===== src/hw/rtl/bnrc_pkg.sv =====
`default_nettype none
// ----------------------------------------------------------------------------
// bnrc_pkg
// Shared types and constants of the base-N range counter: field widths,
// register indexes, controller states and the controller/datapath bundles.
// ----------------------------------------------------------------------------
package bnrc_pkg;

   localparam int AMOUNT_W    = 32;
   localparam int DIGIT_W     = 8;
   localparam int POS_W       = 4;
   localparam int ACTIVE_W    = 5;
   localparam int CSR_INDEX_W = 1;
   localparam int CSR_DATA_W  = 8;

   // A digit sum never exceeds 1018, so the carry and the sum fit 10 bits.
   localparam int CARRY_W     = 10;
   localparam int DIV_CNT_W   = 6;

   localparam logic [DIV_CNT_W-1:0] DIV_STEPS_REST = DIV_CNT_W'(AMOUNT_W);
   localparam logic [DIV_CNT_W-1:0] DIV_STEPS_SUM  = DIV_CNT_W'(CARRY_W);

   localparam logic [CSR_INDEX_W-1:0] CSR_RADIX         = 1'b0;
   localparam logic [CSR_INDEX_W-1:0] CSR_ACTIVE_DIGITS = 1'b1;

   localparam logic [DIGIT_W-1:0]  RADIX_RESET  = 8'd2;
   localparam logic [ACTIVE_W-1:0] ACTIVE_RESET = 5'd16;

   typedef enum logic [2:0] {
      ST_IDLE,
      ST_READ,
      ST_DIV_REST,
      ST_DIV_SUM,
      ST_FINISH,
      ST_OUT_READ,
      ST_OUT_WAIT
   } state_type;

   typedef struct packed {
      logic load_item;
      logic rd_digit;
      logic start_sum;
      logic write_digit;
      logic finish;
      logic out_read;
      logic out_load;
   } cmd_type;

   typedef struct packed {
      logic div_done;
      logic last_digit;
   } status_type;

endpackage
`default_nettype wire


===== src/hw/rtl/bnrc_req_if.sv =====
`default_nettype none
// ----------------------------------------------------------------------------
// bnrc_req_if
// Request channel: a valid/ready handshake that carries the binary amount.
// ----------------------------------------------------------------------------
interface bnrc_req_if
   import bnrc_pkg::*;
();
   logic                valid;
   logic                ready;
   logic [AMOUNT_W-1:0] amount;

   modport source (output valid, output amount, input ready);
   modport sink   (input valid, input amount, output ready);
endinterface
`default_nettype wire


===== src/hw/rtl/bnrc_rsp_if.sv =====
`default_nettype none
// ----------------------------------------------------------------------------
// bnrc_rsp_if
// Response channel: a valid/ready handshake that carries one digit result.
// ----------------------------------------------------------------------------
interface bnrc_rsp_if
   import bnrc_pkg::*;
();
   logic               valid;
   logic               ready;
   logic [POS_W-1:0]   digit_position;
   logic [DIGIT_W-1:0] start_digit;
   logic [DIGIT_W-1:0] end_digit;
   logic               wrapped;
   logic               last;

   modport source (output valid, output digit_position, output start_digit,
                   output end_digit, output wrapped, output last, input ready);
   modport sink   (input valid, input digit_position, input start_digit,
                   input end_digit, input wrapped, input last, output ready);
endinterface
`default_nettype wire


===== src/hw/rtl/base_n_range_counter.sv =====
`default_nettype none
// ----------------------------------------------------------------------------
// base_n_range_counter
// Multi-digit counter in a configurable base that adds a binary amount per
// request and reports every active digit before and after the addition.
// ----------------------------------------------------------------------------
// Usage:
// Each request transfer on req carries a 32-bit amount. The block takes it
// apart into digits of the current radix, adds it with carry to the stored
// counter and then sends one response transfer per active digit, most
// significant first; the final one has last set and every one of them
// carries the wrapped flag of that addition.
// Each digit is a register read, 32 steps of the bit-serial divider on the
// remaining amount and 10 steps on the digit sum. The readout of each
// digit passes through a register read and a wait for the output register.
// A new request is taken as soon as the last response is in the output
// register, even while the receiver still stalls it. A stalled response
// holds its payload and pauses the readout of the next digit.
// Reset sets the counter to zero, the radix to 2 and 16 active digits at once.
// Users write registers through csr_* only while idle; this is not enforced.
// ----------------------------------------------------------------------------
module base_n_range_counter
   import bnrc_pkg::*;
#(
   parameter int MAX_DIGITS = 16
) (
   input  wire logic                   clock,
   input  wire logic                   reset,
   bnrc_req_if.sink                    req,
   bnrc_rsp_if.source                  rsp,
   input  wire logic                   csr_we,
   input  wire logic [CSR_INDEX_W-1:0] csr_index,
   input  wire logic [CSR_DATA_W-1:0]  csr_wdata
);

   cmd_type    cmd;
   status_type status;

   bnrc_ctrl u_ctrl (
      .clock     (clock),
      .reset     (reset),
      .req_valid (req.valid),
      .req_ready (req.ready),
      .rsp_valid (rsp.valid),
      .rsp_ready (rsp.ready),
      .status    (status),
      .cmd       (cmd)
   );

   bnrc_datapath #(
      .MAX_DIGITS (MAX_DIGITS)
   ) u_datapath (
      .clock              (clock),
      .reset              (reset),
      .csr_we             (csr_we),
      .csr_index          (csr_index),
      .csr_wdata          (csr_wdata),
      .req_amount         (req.amount),
      .cmd                (cmd),
      .status             (status),
      .rsp_digit_position (rsp.digit_position),
      .rsp_start_digit    (rsp.start_digit),
      .rsp_end_digit      (rsp.end_digit),
      .rsp_wrapped        (rsp.wrapped),
      .rsp_last           (rsp.last)
   );

endmodule
`default_nettype wire


===== src/hw/rtl/bnrc_ctrl.sv =====
`default_nettype none
// ----------------------------------------------------------------------------
// bnrc_ctrl
// Controller: sequences the digit conversion and addition, then the readout
// of one result per active digit, and owns the response valid flag.
// ----------------------------------------------------------------------------
module bnrc_ctrl
   import bnrc_pkg::*;
(
   input  wire logic       clock,
   input  wire logic       reset,
   input  wire logic       req_valid,
   output logic            req_ready,
   output logic            rsp_valid,
   input  wire logic       rsp_ready,
   input  wire status_type status,
   output cmd_type         cmd
);

   state_type state_ff, state_in;
   logic      rsp_valid_ff, rsp_valid_in;
   logic      rsp_free;

   assign rsp_free  = !rsp_valid_ff || rsp_ready;
   assign rsp_valid = rsp_valid_ff;

   always_ff @(posedge clock) begin
      if (reset) begin
         state_ff     <= ST_IDLE;
         rsp_valid_ff <= 1'b0;
      end else begin
         state_ff     <= state_in;
         rsp_valid_ff <= rsp_valid_in;
      end
   end

   always_comb begin
      state_in     = state_ff;
      cmd          = '0;
      req_ready    = 1'b0;
      rsp_valid_in = rsp_valid_ff && !rsp_ready;
      case (state_ff)
         ST_IDLE: begin
            req_ready = !reset;
            if (req_valid && !reset) begin
               cmd.load_item = 1'b1;
               state_in      = ST_READ;
            end
         end
         ST_READ: begin
            cmd.rd_digit = 1'b1;
            state_in     = ST_DIV_REST;
         end
         ST_DIV_REST: begin
            if (status.div_done) begin
               cmd.start_sum = 1'b1;
               state_in      = ST_DIV_SUM;
            end
         end
         ST_DIV_SUM: begin
            if (status.div_done) begin
               cmd.write_digit = 1'b1;
               state_in        = status.last_digit ? ST_FINISH : ST_READ;
            end
         end
         ST_FINISH: begin
            cmd.finish = 1'b1;
            state_in   = ST_OUT_READ;
         end
         ST_OUT_READ: begin
            cmd.out_read = 1'b1;
            state_in     = ST_OUT_WAIT;
         end
         ST_OUT_WAIT: begin
            if (rsp_free) begin
               cmd.out_load = 1'b1;
               rsp_valid_in = 1'b1;
               state_in     = status.last_digit ? ST_IDLE : ST_OUT_READ;
            end
         end
         default: begin
            state_in = ST_IDLE;
         end
      endcase
   end

endmodule
`default_nettype wire


===== src/hw/rtl/bnrc_datapath.sv =====
`default_nettype none
// ----------------------------------------------------------------------------
// bnrc_datapath
// Datapath: configuration registers, digit store and snapshot memories, a
// bit-serial restoring divider by the radix, and the response registers.
// ----------------------------------------------------------------------------
module bnrc_datapath
   import bnrc_pkg::*;
#(
   parameter int MAX_DIGITS = 16
) (
   input  wire logic                   clock,
   input  wire logic                   reset,
   input  wire logic                   csr_we,
   input  wire logic [CSR_INDEX_W-1:0] csr_index,
   input  wire logic [CSR_DATA_W-1:0]  csr_wdata,
   input  wire logic [AMOUNT_W-1:0]    req_amount,
   input  wire cmd_type                cmd,
   output status_type                  status,
   output logic [POS_W-1:0]            rsp_digit_position,
   output logic [DIGIT_W-1:0]          rsp_start_digit,
   output logic [DIGIT_W-1:0]          rsp_end_digit,
   output logic                        rsp_wrapped,
   output logic                        rsp_last
);

   localparam int IDX_W = (MAX_DIGITS > 1) ? $clog2(MAX_DIGITS) : 1;
   localparam int CNT_W = $clog2(MAX_DIGITS + 1);

   logic [DIGIT_W-1:0]  radix_ff;
   logic [ACTIVE_W-1:0] active_ff;
   logic [DIGIT_W-1:0]  base;
   logic [CNT_W-1:0]    n_eff;

   logic [CNT_W-1:0]    k_ff, k_in;
   logic [CNT_W-1:0]    out_pos;
   logic [IDX_W-1:0]    k_addr, out_addr, rd_addr;

   logic [AMOUNT_W-1:0] rest_ff;
   logic [CARRY_W-1:0]  carry_ff;
   logic                wrapped_ff;

   logic [AMOUNT_W-1:0]  div_q_ff;
   logic [DIGIT_W-1:0]   div_r_ff;
   logic [DIV_CNT_W-1:0] div_cnt_ff;
   logic [DIGIT_W:0]     div_trial;
   logic                 div_ge;
   logic [CARRY_W-1:0]   sum;

   logic [DIGIT_W-1:0]    store_mem [MAX_DIGITS];
   logic [DIGIT_W-1:0]    before_mem [MAX_DIGITS];
   logic [MAX_DIGITS-1:0] valid_ff;
   logic [DIGIT_W-1:0]    store_rd_ff, before_rd_ff;
   logic                  store_vld_ff;
   logic [DIGIT_W-1:0]    digit_rd;

   // Configuration.
   always_ff @(posedge clock) begin
      if (reset) begin
         radix_ff  <= RADIX_RESET;
         active_ff <= ACTIVE_RESET;
      end else if (csr_we) begin
         case (csr_index)
            CSR_RADIX:         radix_ff  <= csr_wdata;
            CSR_ACTIVE_DIGITS: active_ff <= csr_wdata[ACTIVE_W-1:0];
            default:           ;
         endcase
      end
   end

   assign base = (radix_ff < 8'd2) ? 8'd2 : radix_ff;

   always_comb begin
      if (active_ff == '0) begin
         n_eff = CNT_W'(1);
      end else if (32'(active_ff) > MAX_DIGITS) begin
         n_eff = CNT_W'(MAX_DIGITS);
      end else begin
         n_eff = CNT_W'(active_ff);
      end
   end

   // Digit counter: least significant first while adding, position order
   // (most significant first) while reading out.
   assign out_pos  = n_eff - k_ff - CNT_W'(1);
   assign k_addr   = k_ff[IDX_W-1:0];
   assign out_addr = out_pos[IDX_W-1:0];
   assign rd_addr  = cmd.out_read ? out_addr : k_addr;

   assign status = '{div_done: (div_cnt_ff == '0), last_digit: (k_ff == n_eff - CNT_W'(1))};

   always_comb begin
      k_in = k_ff;
      if (cmd.load_item || cmd.finish) begin
         k_in = '0;
      end else if (cmd.write_digit || cmd.out_load) begin
         k_in = k_ff + CNT_W'(1);
      end
   end

   always_ff @(posedge clock) begin
      if (reset) begin
         k_ff <= '0;
      end else begin
         k_ff <= k_in;
      end
   end

   // Restoring divider by the radix, one quotient bit per cycle. The sum of
   // a digit is loaded left-aligned so that only its ten bits are walked.
   assign div_trial = {div_r_ff, div_q_ff[AMOUNT_W-1]};
   assign div_ge    = (div_trial >= {1'b0, base});
   assign digit_rd  = store_vld_ff ? store_rd_ff : '0;
   assign sum       = CARRY_W'(digit_rd) + CARRY_W'(div_r_ff) + carry_ff;

   always_ff @(posedge clock) begin
      if (reset) begin
         div_cnt_ff <= '0;
      end else if (cmd.rd_digit) begin
         div_cnt_ff <= DIV_STEPS_REST;
      end else if (cmd.start_sum) begin
         div_cnt_ff <= DIV_STEPS_SUM;
      end else if (div_cnt_ff != '0) begin
         div_cnt_ff <= div_cnt_ff - DIV_CNT_W'(1);
      end
   end

   always_ff @(posedge clock) begin
      if (cmd.rd_digit) begin
         div_q_ff <= rest_ff;
         div_r_ff <= '0;
      end else if (cmd.start_sum) begin
         div_q_ff <= {sum, {(AMOUNT_W - CARRY_W){1'b0}}};
         div_r_ff <= '0;
      end else if (div_cnt_ff != '0) begin
         div_q_ff <= {div_q_ff[AMOUNT_W-2:0], div_ge};
         div_r_ff <= div_ge ? DIGIT_W'(div_trial - {1'b0, base}) : div_trial[DIGIT_W-1:0];
      end
   end

   // Remaining amount, carry and overflow flag.
   always_ff @(posedge clock) begin
      if (cmd.load_item) begin
         rest_ff  <= req_amount;
         carry_ff <= '0;
      end else begin
         if (cmd.start_sum) begin
            rest_ff <= div_q_ff;
         end
         if (cmd.write_digit) begin
            carry_ff <= div_q_ff[CARRY_W-1:0];
         end
      end
      if (cmd.finish) begin
         wrapped_ff <= (carry_ff != '0) || (rest_ff != '0);
      end
   end

   // Digit store with per-entry valid bits so that reset reads as zero, and
   // the snapshot of the digits before the addition.
   always_ff @(posedge clock) begin
      if (reset) begin
         valid_ff <= '0;
      end else if (cmd.write_digit) begin
         valid_ff[k_addr] <= 1'b1;
      end
   end

   always_ff @(posedge clock) begin
      if (cmd.write_digit) begin
         store_mem[k_addr] <= div_r_ff;
      end
      if (cmd.rd_digit || cmd.out_read) begin
         store_rd_ff  <= store_mem[rd_addr];
         store_vld_ff <= valid_ff[rd_addr];
      end
   end

   always_ff @(posedge clock) begin
      if (cmd.start_sum) begin
         before_mem[k_addr] <= digit_rd;
      end
      if (cmd.out_read) begin
         before_rd_ff <= before_mem[out_addr];
      end
   end

   // Response registers.
   always_ff @(posedge clock) begin
      if (cmd.out_load) begin
         rsp_digit_position <= POS_W'(k_ff);
         rsp_start_digit    <= before_rd_ff;
         rsp_end_digit      <= digit_rd;
         rsp_wrapped        <= wrapped_ff;
         rsp_last           <= status.last_digit;
      end
   end

endmodule
`default_nettype wire


===== src/flat_wrapper.sv =====
// flat-port wrapper written by rule: the top's interface ports become plain ports
module base_n_range_counter_flat import bnrc_pkg::*;
#(
   parameter int MAX_DIGITS = 16
)
  (clock, reset, csr_we, csr_index, csr_wdata, req_valid, req_amount, req_ready, rsp_valid, rsp_digit_position, rsp_start_digit, rsp_end_digit, rsp_wrapped, rsp_last, rsp_ready);
  bnrc_req_if req_i ();
  bnrc_rsp_if rsp_i ();
  input  wire logic clock;
  input  wire logic reset;
  input  wire logic csr_we;
  input  wire logic [CSR_INDEX_W-1:0] csr_index;
  input  wire logic [CSR_DATA_W-1:0] csr_wdata;
  input wire logic [$bits(req_i.valid)-1:0] req_valid;
  input wire logic [$bits(req_i.amount)-1:0] req_amount;
  output wire logic [$bits(req_i.ready)-1:0] req_ready;
  output wire logic [$bits(rsp_i.valid)-1:0] rsp_valid;
  output wire logic [$bits(rsp_i.digit_position)-1:0] rsp_digit_position;
  output wire logic [$bits(rsp_i.start_digit)-1:0] rsp_start_digit;
  output wire logic [$bits(rsp_i.end_digit)-1:0] rsp_end_digit;
  output wire logic [$bits(rsp_i.wrapped)-1:0] rsp_wrapped;
  output wire logic [$bits(rsp_i.last)-1:0] rsp_last;
  input wire logic [$bits(rsp_i.ready)-1:0] rsp_ready;
  assign req_i.valid = req_valid;
  assign req_i.amount = req_amount;
  assign req_ready = req_i.ready;
  assign rsp_valid = rsp_i.valid;
  assign rsp_digit_position = rsp_i.digit_position;
  assign rsp_start_digit = rsp_i.start_digit;
  assign rsp_end_digit = rsp_i.end_digit;
  assign rsp_wrapped = rsp_i.wrapped;
  assign rsp_last = rsp_i.last;
  assign rsp_i.ready = rsp_ready;
  base_n_range_counter #(.MAX_DIGITS(MAX_DIGITS)) u_core (.clock(clock), .reset(reset), .req(req_i), .rsp(rsp_i), .csr_we(csr_we), .csr_index(csr_index), .csr_wdata(csr_wdata));
endmodule

===== config.mk =====
export PLATFORM = sky130hd
export DESIGN_NAME = base_n_range_counter_flat
export DESIGN_NICKNAME = d
export VERILOG_FILES = /design/src/hw/rtl/bnrc_pkg.sv /design/src/hw/rtl/bnrc_req_if.sv /design/src/hw/rtl/bnrc_rsp_if.sv /design/src/hw/rtl/base_n_range_counter.sv /design/src/hw/rtl/bnrc_ctrl.sv /design/src/hw/rtl/bnrc_datapath.sv /design/src/flat_wrapper.sv
export SDC_FILE = /design/constraint.sdc
export NUM_CORES = 1
export LEC_CHECK = 0
export BUFFER_PORTS_ARGS = -buffer_cell sky130_fd_sc_hd__buf_4
export CORE_ASPECT_RATIO = 0.7
export CORE_MARGIN = 10
export CORE_UTILIZATION = 25
export DETAILED_ROUTE_END_ITERATION = 10
export HOLD_SLACK_MARGIN = 0.06
export PLACE_DENSITY_LB_ADDON = 0.1
export SYNTH_ARGS = -nofsm -noshare
export SYNTH_HDL_FRONTEND = slang
export SYNTH_SLANG_ARGS = --single-unit

===== constraint.sdc =====
create_clock -name clock -period 4.15 [get_ports clock]
set_input_delay 0.415 -clock clock [delete_from_list [all_inputs] [get_ports clock]]
set_output_delay 0.415 -clock clock [all_outputs]
set_load 0.02 [all_outputs]

==> summary.txt, run 1 <==
TritonCTS clock tree -> done
Worst path max stage delay -> 0.76 ns
met1 Usage GRT -> 0.1992
Clock Power Share -> 0.333
WS Path Type -> flop to flop
type of origin of the critical path -> flop
Routed WL -> 52.70 mm
peak supply drop -> 0.3001 mV
post-synthesis cell count -> 1,204
Fillers -> 7,155
Root Buffer Master -> clkbuf_16
crit-path cells -> and2_1 -> fa_1 -> ha_1 -> inv_1 -> fa_1 -> nor2b_1 -> o21ai_0 -> a21boi_0 -> o211ai_1 -> a21oi_1 -> nand3b_1
Int Pwr -> 9.083 mW
number of global-route vias before repair -> 10,710
Final GP Congestion -> 0.7711
ratio of cells with drive above 1 in the final layout -> 0.2223
Clk Latency, worst-skew pair -> 0.61 ns
placement-stage cell area -> 0.02001 sq mm
dpl hpwl -> 35.84 mm
Multi-input gate area -> 0.005545 sq mm
die width -> 340.7 microns
Synth Net Count -> 1,287
Comb pwr share -> 0.222
Ys Warns -> 0
Max-slew headroom -> 0.1196
slew of the pin with the lowest slew margin -> 1.313 ns
# DRC -> 0
final setup violation count -> 0
final setup TNS -> 0 ns
hold crit path type -> primary input to flop
antenna viol nets, final -> 0
Layout Area Growth over Synthesis -> 20.14%
Sw Pwr -> 3.859 mW
ys flop type -> edfxtp_1
post-synthesis average cell area -> 14.95 sq um
Most Used Layer, Global Route -> met1
worst slack, placed -> 0.5895 ns
sequential area share after synthesis -> 0.6697
starting density of the core -> 0.2520
switching part of the total -> 0.2982
Num CTS Buffers -> 46
RSZ-0062 raised after global routing -> no
CORE AREA -> 0.07141 sq mm
Worst Path Max Fanout -> 18
row count -> 82
I/O pin total -> 70
leak pwr -> 7.627 nW
fin crit period -> 3.577 ns
buffers and inverters on the worst path -> 1
Post-synth EDFFs -> 360
first-pass GRT wire length -> 77.22 mm
wire per inst -> 22.53 microns
crit end category -> flop
Yosys top cell by area -> edfxtp_1
nets -> 1,417
Port Buf Inserts -> 69
status -> finished, final reports clean
Inst Count DP -> 2,249
via count of the routed design -> 10,610
mapped cell area -> 0.01799 sq mm
1st-iter DRT viols -> 818
Yosys top cell area share -> 0.6008
CTS max path bufs -> 3
Worst Hold Slack -> 0.1281 ns
antenna violations before repair -> 0
Worst Slack Setup Final -> 0.5731 ns
fin. max-slew vios -> 0
largest net degree at the start of global routing -> 51
kind of cell adding the most delay to the critical path -> simple AND/OR/NAND/NOR gates
WP data required -> 4.47 ns
die height -> 244.5 microns
Tot Pwr -> 12.94 mW
CTS sink cnt -> 422
maxcap violations -> 0
Peak Freq -> 279.6 MHz
final hold viol count -> 0
Die ar. -> 0.08328 sq mm
sequential fraction of design power -> 0.445
GRT met3 Usage -> 0.02380
Distinct cells, synth -> 63
fin crit share -> 0.8619
Post-CTS Setup Bufs -> 0
final core utilization -> 0.3028
# hold bufs at CTS -> 3
cell area after layout -> 0.02162 sq mm
Synth area leaders -> edfxtp_1 (60%), dfxtp_1 (6.9%), mux4_2 (5.5%), mux2i_1 (2.2%), a21oi_1 (2.1%)
Clock Pin Slew Worst Setup and Hold Paths -> 0.06 ns
All-Layer GR Usage -> 0.1249
via/cell ratio -> 4.534
PD cells -> 598.6 mW/mm^2
total iterations of the first detailed-routing run -> 5
Final Non-Filler Cells -> 2,339
Final Skew -> 0.02194 ns
ys async rst share -> 0
post-CTS resize count -> 0
grt ovf -> 0
synthesized flop and latch total -> 422
met2 usage -> 0.1673
register area -> 0.01205 sq mm
CP Data Arrival Time -> 3.90 ns
most used cell, CP -> fa_1
CTS H-tree depth -> 2
CP max stage cell -> and2_1
## placed cells by master (no fill, tap or decap), types with 19 or more instances in the layout
| cell | count |
|---|---|
| inv_1 | 30 |
| a21oi_1 | 76 |
| ha_1 | 25 |
| o21a_1 | 21 |
| clkbuf_16 | 46 |
| nor2_1 | 76 |
| mux2_2 | 31 |
| nor2b_1 | 47 |
| a211oi_1 | 40 |
| dfxtp_1 | 62 |
| edfxtp_1 | 360 |
| nand2_1 | 80 |
| mux4_2 | 44 |
| buf_4 | 139 |
| a22o_1 | 22 |
| nor3_1 | 19 |
| mux2i_1 | 39 |
## worst register-to-register path: cells and delay by family (launching register included)
| kind | cells | cell delay (ns) |
|---|---|---|
| flops | 1 | 0.50 |
| compound gates | 4 | 0.77 |
| buf+inv | 1 | 0.07 |
| simple gates | 3 | 1.00 |
| fa+ha+maj | 3 | 0.96 |
## cells in the mapped netlist (22+ instances only)
| library cell | number |
|---|---|
| mux4_2 | 44 |
| a21oi_1 | 76 |
| a22o_1 | 22 |
| ha_1 | 26 |
| nor2b_1 | 47 |
| edfxtp_1 | 360 |
| dfxtp_1 | 62 |
| mux2_2 | 31 |
| nor2_1 | 79 |
| nand2_1 | 80 |
| clkbuf_1 | 34 |
| inv_1 | 30 |
| a211oi_1 | 40 |
| mux2i_1 | 39 |
## area by class of cell
type                       instances  share of cell area
sequential                       422              0.5574
tap                              966             0.05591
multi-input combinational        689              0.2565
timing repair buffer             144             0.05151
antenna                            1           0.0001157
clock inverter                    22             0.01447
inverter                          31            0.005382
clock buffer                      64             0.05868
## registers in the layout (all words and copies together), names as in the netlist, 3 cells and up
| name | flops |
|---|---|
| u_core.u_ctrl.state_ff | 3 |
| u_core.u_datapath.active_ff | 5 |
| u_core.u_datapath.before_mem | 128 |
| u_core.u_datapath.before_rd_ff | 8 |
| u_core.u_datapath.carry_ff | 10 |
| u_core.u_datapath.div_cnt_ff | 6 |
| u_core.u_datapath.div_q_ff | 32 |
| u_core.u_datapath.div_r_ff | 8 |
| u_core.u_datapath.k_ff | 5 |
| u_core.u_datapath.radix_ff | 8 |
| u_core.u_datapath.rest_ff | 32 |
| u_core.u_datapath.rsp_digit_position | 4 |
| u_core.u_datapath.rsp_end_digit | 8 |
| u_core.u_datapath.rsp_start_digit | 8 |
| u_core.u_datapath.store_mem | 128 |
| u_core.u_datapath.store_rd_ff | 8 |
| u_core.u_datapath.valid_ff | 16 |
## power groups by stage
stage | clock network (mW) | registers, mW | logic [mW]
2_1_floorplan | 0 | 5.80 | 1.81
3_3_place_gp | 0 | 5.86 | 2.88
3_5_place_dp | 0 | 5.84 | 2.89
4_1_cts | 4.45 | 5.76 | 2.91
5_1_grt | 4.64 | 5.81 | 3.18
6_report | 4.31 | 5.76 | 2.87
## routing by layer
metal / share of wire / vias to the layer above / wire length (microns)
met5: 0 / - / 0
met1: 0.54 / 5434 / 28690
met4: 0.017 / 0 / 900
li1: - / 4895 / -
met2: 0.39 / 212 / 20780
met3: 0.044 / 64 / 2331
## path summary, 6_finish.rpt
kind	endpoint	slack [ns]	cells past startpoint	start
max reg2reg	u_core.u_datapath.div_q_ff[31]$_DFFE_PP_	0.57	11	u_core.u_datapath.store_vld_ff$_DFFE_PP_
max	u_core.u_datapath.div_q_ff[31]$_DFFE_PP_	0.57	11	u_core.u_datapath.store_vld_ff$_DFFE_PP_
min	u_core.u_datapath.rest_ff[11]$_DFFE_PP_	0.13	2	req_amount[11]
min reg2reg	u_core.u_datapath.rsp_start_digit[5]$_DFFE_PP_	0.42	0	u_core.u_datapath.before_rd_ff[5]$_DFFE_PP_
## cells by family (layout without fill, tap and decap cells)
group / after synthesis / count (layout) / synth area share
fa+ha+maj: 37 / 37 / 0.03032
xor+xnor: 21 / 21 / 0.01064
flops: 422 / 422 / 0.6697
simple gates: 296 / 296 / 0.08031
compound gates: 215 / 215 / 0.08087
mux: 120 / 120 / 0.1047
other cells: 0 / 1 / 0
buf+inv: 93 / 261 / 0.02343
Note: power is estimated with default switching activity, not from simulation.
==> run 2, diff against run 1 <==
BUFFER_PORTS_ARGS = -buffer_cell sky130_fd_sc_hd__clkbuf_2   (was -buffer_cell sky130_fd_sc_hd__buf_4)
==> run 2 against run 1 <==
Compared with the run above: power is 2.8% lower; count of clock-buffer cells in the layout is 8 higher; combinational power is 1% lower; clock power is 7.4% lower; sequential power hardly changed; final area is 1.3% lower; largest cell class unchanged.
==> summary.txt, run 2 (synthesis results as in run 1) <==
peak supply drop -> 0.2764 mV
ratio of cells with drive above 1 in the final layout -> 0.2165
CTS max path bufs -> 3
fin crit period -> 3.485 ns
largest registers -> u_core.u_datapath.before_mem x128, u_core.u_datapath.store_mem x128
maxcap violations -> 0
All-Layer GR Usage -> 0.1226
first-pass GRT wire length -> 76.07 mm
final setup TNS -> 0 ns
hold crit path type -> primary input to flop
most frequent cells in the layout -> edfxtp_1 (360), nand2_1 (80), a21oi_1 (76), nor2_1 (76)
PD cells -> 589.5 mW/mm^2
crit end category -> flop
number of cells on the worst reg-to-reg path -> 11
antenna viol nets, final -> 0
largest net degree at the start of global routing -> 47
slew of the pin with the lowest slew margin -> 1.178 ns
CTS sink cnt -> 422
fin. max-slew vios -> 0
I/O pin total -> 70
Clk Latency, worst-skew pair -> 0.60 ns
die width -> 340.7 microns
WP data required -> 4.47 ns
leak pwr -> 7.527 nW
starting density of the core -> 0.2520
Hold Crit Depth -> 2
Root Buffer Master -> clkbuf_16
via/cell ratio -> 4.462
dpl hpwl -> 35.54 mm
Routed WL -> 51.91 mm
total iterations of the first detailed-routing run -> 5
Num CTS Buffers -> 47
Final Skew -> 0.02469 ns
TritonCTS clock tree -> done
RSZ-0062 raised after global routing -> no
grt ovf -> 0
WS Path Type -> flop to flop
die height -> 244.5 microns
final setup violation count -> 0
wl on met1 -> 28.02 mm
type of origin of the critical path -> flop
Peak Freq -> 287.0 MHz
row count -> 82
most common cell after layout, fill and taps aside -> edfxtp_1
placement-stage cell area -> 0.01987 sq mm
CTS H-tree depth -> 2
Final GP Congestion -> 0.7620
Clock Pin Slew Worst Setup and Hold Paths -> 0.06 ns
CP Data Arrival Time -> 3.80 ns
nets -> 1,419
CORE AREA -> 0.07141 sq mm
1st-iter DRT viols -> 766
diode count -> 0
Worst Path Max Fanout -> 18
number of global-route vias before repair -> 10,630
via count of the routed design -> 10,430
met2 wire len -> 20.69 mm
fin crit share -> 0.8397
antenna violations before repair -> 1
Die ar. -> 0.08328 sq mm
status -> finished, final reports clean
Met3 Wirelength -> 2.503 mm
Port Buf Inserts -> 69
wire per inst -> 22.20 microns
Max-slew headroom -> 0.2100
Layout Area Growth over Synthesis -> 18.59%
cell area after layout -> 0.02134 sq mm
final hold viol count -> 0
Max Used Layer -> met4
# DRC -> 0
-- run 2: cell types whose count changed in the layout (fill, tap and decap cells not counted), moves of 2 or more --
cell       before  now
buf_4         139   69
clkbuf_2        0   69
clkbuf_1       13   23
bufinv_16       6    2
clkbuf_8        5    2
buf_12          2    4
clkinv_1        6    4
inv_6           3    1
-- run 2: through the flow --
| stage | utilization | std cells | worst slack [ns] | power, mW | hold WS (ns) |
|---|---|---|---|---|---|
| after detailed placement | 0.2782 | 2250 | 0.6445 | 8.712 | 0.4082 |
| after CTS | 0.2989 | 2338 | 0.6503 | 12.77 | 0.09320 |
| after global placement | 0.2782 | 2250 | 0.6869 | 8.722 | 0.4060 |
| after global routing | 0.2989 | 2338 | 0.3340 | 13.26 | 0.1068 |
| after floorplan | - | 1204 | 1.071 | 7.613 | 0.4003 |
| final | 0.2989 | 2338 | 0.6654 | 12.58 | 0.1291 |
-- run 2: cell type report --
type / count / area, sq um
Fill cell: 7279 / 50070
Timing Repair Buffer: 145 / 973.4
Inverter: 31 / 116.4
Clock buffer: 72 / 1290
Multi-Input combinational cell: 689 / 5545
Clock inverter: 13 / 155.1
Tap cell: 966 / 1209
Sequential cell: 422 / 12050
-- run 2: routing by layer --
| metal | global-route usage | vias to the layer above |
|---|---|---|
| li1 | - | 4879 |
| met1 | 0.1934 | 5293 |
| met2 | 0.1690 | 210 |
| met3 | 0.02372 | 49 |
| met4 | 0.02516 | 0 |
| met5 | 0 | - |
-- run 2: what timing repair did --
action | CTS | global route
hold buffers | 3 | 0
resized for setup | 0 | 0
buffers inserted | 0 | 0
endpoints found under the hold margin | 3 | 0
-- run 2: power by group --
part / total (mW) / switching, mW / internal, mW
combinational: 2.83 / 1.75 / 1.09
sequential: 5.76 / 0.306 / 5.45
clock: 3.99 / 1.72 / 2.27
-- run 2: critical path, stage by stage, from the launching register on --
cell,delay (ns)
edfxtp_1,0.48
and2_1,0.70
fa_1,0.54
ha_1,0.23
inv_1,0.07
fa_1,0.18
nor2b_1,0.06
o21ai_0,0.23
a21boi_0,0.19
o211ai_1,0.26
a21oi_1,0.10
nand3b_1,0.18
-- run 2: worst paths after layout --
path,startpoint,endpoint,slack (ns)
max,u_core.u_datapath.store_vld_ff$_DFFE_PP_,u_core.u_datapath.div_q_ff[31]$_DFFE_PP_,0.67
min,req_amount[10],u_core.u_datapath.rest_ff[10]$_DFFE_PP_,0.13
max reg2reg,u_core.u_datapath.store_vld_ff$_DFFE_PP_,u_core.u_datapath.div_q_ff[31]$_DFFE_PP_,0.67
min reg2reg,u_core.u_datapath.before_rd_ff[6]$_DFFE_PP_,u_core.u_datapath.rsp_start_digit[6]$_DFFE_PP_,0.42
==> run 3, diff against run 2 <==
ABC_AREA = 1   (was not set)
clock period = 3 ns   (was 4.15 ns; I/O delays follow)
==> run 3 against run 2 <==
Compared with the run above: power grew 50%; utilization grew 1.2 points; clock power grew 47%; first-iteration DRC count grew 28%; final cell count grew 21%; count of clock-buffer cells in the layout shrank 12; wire length grew 8.5%; maximum frequency grew 17%; worst setup slack lost 0.65 ns; sequential cell count is the same; critical path type unchanged; highest routed layer unchanged.
==> summary.txt, run 3 <==
Die ar. -> 0.08397 sq mm
ys async rst share -> 0
Sw Pwr -> 6.140 mW
Clock Pin Slew Worst Setup and Hold Paths -> 0.06 ns
peak supply drop -> 0.3741 mV
Most Used Layer, Global Route -> met2
Hold Crit Depth -> 2
WS Path Type -> flop to flop
most common cell in the netlist -> edfxtp_1
CP max stage cell -> edfxtp_1
kind of cell adding the most delay to the critical path -> adder cells
met1 Usage GRT -> 0.1908
mapped cell area -> 0.01815 sq mm
ratio of cells with drive above 1 in the final layout -> 0.1502
starting density of the core -> 0.2531
CTS H-tree depth -> 2
first-pass GRT wire length -> 83.40 mm
GRT met3 Usage -> 0.02133
Synth Net Count -> 1,719
Peak Freq -> 335.5 MHz
reg2reg end -> u_core.u_datapath.div_q_ff[31]$_DFFE_PP_
status -> finished, final reports clean
CTS max path bufs -> 3
Post-synth EDFFs -> 360
Layout Area Growth over Synthesis -> 22.72%
Final Skew -> 0.03062 ns
largest registers -> u_core.u_datapath.before_mem x128, u_core.u_datapath.store_mem x128
Max-slew headroom -> 0.4438
Setup crit end -> u_core.u_datapath.div_q_ff[31]$_DFFE_PP_
Int Pwr -> 12.75 mW
leak pwr -> 8.249 nW
CTS sink cnt -> 422
Num CTS Buffers -> 47
via count of the routed design -> 12,820
fin. max-slew vios -> 0
antenna viol nets, final -> 0
CP Data Arrival Time -> 3.30 ns
Ys Warns -> 0
switching part of the total -> 0.3250
sequential fraction of design power -> 0.429
Yosys top cell by area -> edfxtp_1
reg-to-reg slack, setup -> 0.02 ns
Worst path max stage delay -> 0.53 ns
Worst Path Max Fanout -> 6
RSZ-0062 raised after global routing -> yes
Port Buf Inserts -> 69
die height -> 245.5 microns
Tot Pwr -> 18.90 mW
crit end category -> flop
final setup violation count -> 0
Synth area leaders -> edfxtp_1 (60%), dfxtp_1 (6.8%), nand2_1 (6.1%), nor2_1 (5.1%), o21ai_0 (4.5%)
Yosys top cell area share -> 0.5955
Comb pwr share -> 0.261
most common cell after layout, fill and taps aside -> edfxtp_1
RR Startpoint -> u_core.u_datapath.store_vld_ff$_DFFE_PP_
CP Depth -> 13
most used cell, CP -> o211ai_1
total iterations of the first detailed-routing run -> 6
WP data required -> 3.32 ns
Final GP Congestion -> 0.7901
row count -> 82
Routed WL -> 56.34 mm
buffers and inverters on the worst path -> 3
Post-synth top cells -> edfxtp_1 (360), nand2_1 (297), nor2_1 (249), o21ai_0 (165), inv_1 (102)
met2 usage -> 0.1912
final hold viol count -> 0
Worst Hold Slack -> 0.08915 ns
crit-path cells -> nand2_2 -> inv_4 -> fa_1 -> ha_2 -> inv_2 -> fa_2 -> o211ai_1 -> buf_4 -> nand4_1 -> o211ai_1 -> a21oi_1 -> o21ai_0 -> nand3_1
via/cell ratio -> 4.539
crit path from -> u_core.u_datapath.store_vld_ff$_DFFE_PP_
most frequent cells in the layout -> edfxtp_1 (360), nand2_1 (293), nor2_1 (246)
fin crit share -> 0.9934
wire per inst -> 19.95 microns
sequential area share after synthesis -> 0.6638
hold crit path type -> primary input to flop
number of cells on the worst reg-to-reg path -> 13
slew of the pin with the lowest slew margin -> 0.8334 ns
maxcap violations -> 0
post-synthesis cell count -> 1,636
PD cells -> 848.1 mW/mm^2
Clock Power Share -> 0.310
1st-iter DRT viols -> 981
largest net degree at the start of global routing -> 73
number of global-route vias before repair -> 12,870
dpl hpwl -> 35.62 mm
Distinct cells, synth -> 47
synthesized flop and latch total -> 422
antenna violations before repair -> 1
ys flop type -> edfxtp_1
Root Buffer Master -> clkbuf_16
die width -> 342.1 microns
Clk Latency, worst-skew pair -> 0.59 ns
fin crit period -> 2.980 ns
nets -> 1,903
# DRC -> 0
CORE AREA -> 0.07172 sq mm
I/O pin total -> 70
All-Layer GR Usage -> 0.1290
type of origin of the critical path -> flop
TritonCTS clock tree -> done
grt ovf -> 0
post-synthesis average cell area -> 11.10 sq um
[run 3: changes by cell type after synthesis, sizes merged, moves of 16 or more]
cell / delta
inv: +79
mux2: -31
o22ai: +52
o21ai: +189
nand2: +221
a21oi: -37
mux2i: -40
nor2b: -47
mux4: -49
nor2: +170
a211oi: -38
o221ai: +16
[run 3: area by class of cell]
| type | instances | area [sq um] |
|---|---|---|
| Multi-Input combinational cell | 1031 | 5355 |
| Timing Repair inverter | 2 | 17.52 |
| Antenna cell | 1 | 2.502 |
| Tap cell | 966 | 1209 |
| Sequential cell | 422 | 12050 |
| Clock buffer | 60 | 1265 |
| Fill cell | 7308 | 49440 |
| Clock inverter | 26 | 280.3 |
| Timing Repair Buffer | 205 | 1663 |
| Inverter | 111 | 436.7 |
[run 3: stage by stage]
stage          setup WS (ns)  utilization  TNS, ns  area, sq um  instances
2_1_floorplan         0.2309            -        0        18150       1636
3_3_place_gp        -0.05099       0.2802  -0.2131        20100       2684
3_5_place_dp         -0.1239       0.2802  -0.6215        20100       2684
4_1_cts             0.004906       0.3075        0        22050       2811
5_1_grt             -0.08579       0.3106  -0.2161        22280       2823
6_report             0.01974       0.3107        0        22280       2824
[run 3: power by group through the flow]
stage | Sequential (mW) | Clock (mW) | Combinational, mW
after floorplan | 8.17 | 0 | 2.92
after global placement | 8.24 | 0 | 4.76
after detailed placement | 8.23 | 0 | 4.76
after CTS | 8.11 | 6.05 | 4.84
after global routing | 8.18 | 6.31 | 5.59
final | 8.11 | 5.86 | 4.93
[run 3: worst min-delay path by stage]
stage / to / from
4_1_cts: u_core.u_ctrl.state_ff[0]$_SDFFE_PP0P_ / reset
3_5_place_dp: u_core.u_datapath.rsp_start_digit[4]$_DFFE_PP_ / u_core.u_datapath.before_rd_ff[4]$_DFFE_PP_
6_report: u_core.u_datapath.div_cnt_ff[5]$_SDFFE_PP0P_ / reset
2_1_floorplan: u_core.u_datapath.rsp_start_digit[0]$_DFFE_PP_ / u_core.u_datapath.before_rd_ff[0]$_DFFE_PP_
3_3_place_gp: u_core.u_datapath.rsp_wrapped$_DFFE_PP_ / u_core.u_datapath.wrapped_ff$_DFFE_PP_
5_1_grt: u_core.u_ctrl.state_ff[0]$_SDFFE_PP0P_ / reset
[run 3: cells by family (layout without fill, tap and decap cells)]
kind of cell             count (synthesis)  after routing  synth area share
AO/OA/AOI/OAI                          372            372            0.1221
XOR/XNOR                                11             11          0.005720
adder cells (fa/ha/maj)                 37             37           0.03005
buffers and inverters                  183            404           0.04431
flip-flops                             422            422            0.6638
other                                    0              1                 0
AND/OR/NAND/NOR                        611            611            0.1340
[run 3: what timing repair did]
action                                 CTS  global route
endpoints found under the hold margin   41             0
hold buffers                            41             0
resized for setup                        1            25
cloned                                   0             5
setup endpoints to repair                9            15
buffers inserted                         0             7
pin swaps                                0            10
[run 3: routing by layer]
| layer | vias up | share of wire | routed length, microns |
|---|---|---|---|
| li1 | 6135 | - | - |
| met1 | 6340 | 0.51 | 28780 |
| met2 | 259 | 0.43 | 24040 |
| met3 | 84 | 0.040 | 2244 |
| met4 | 0 | 0.023 | 1275 |
| met5 | - | 0 | 0 |
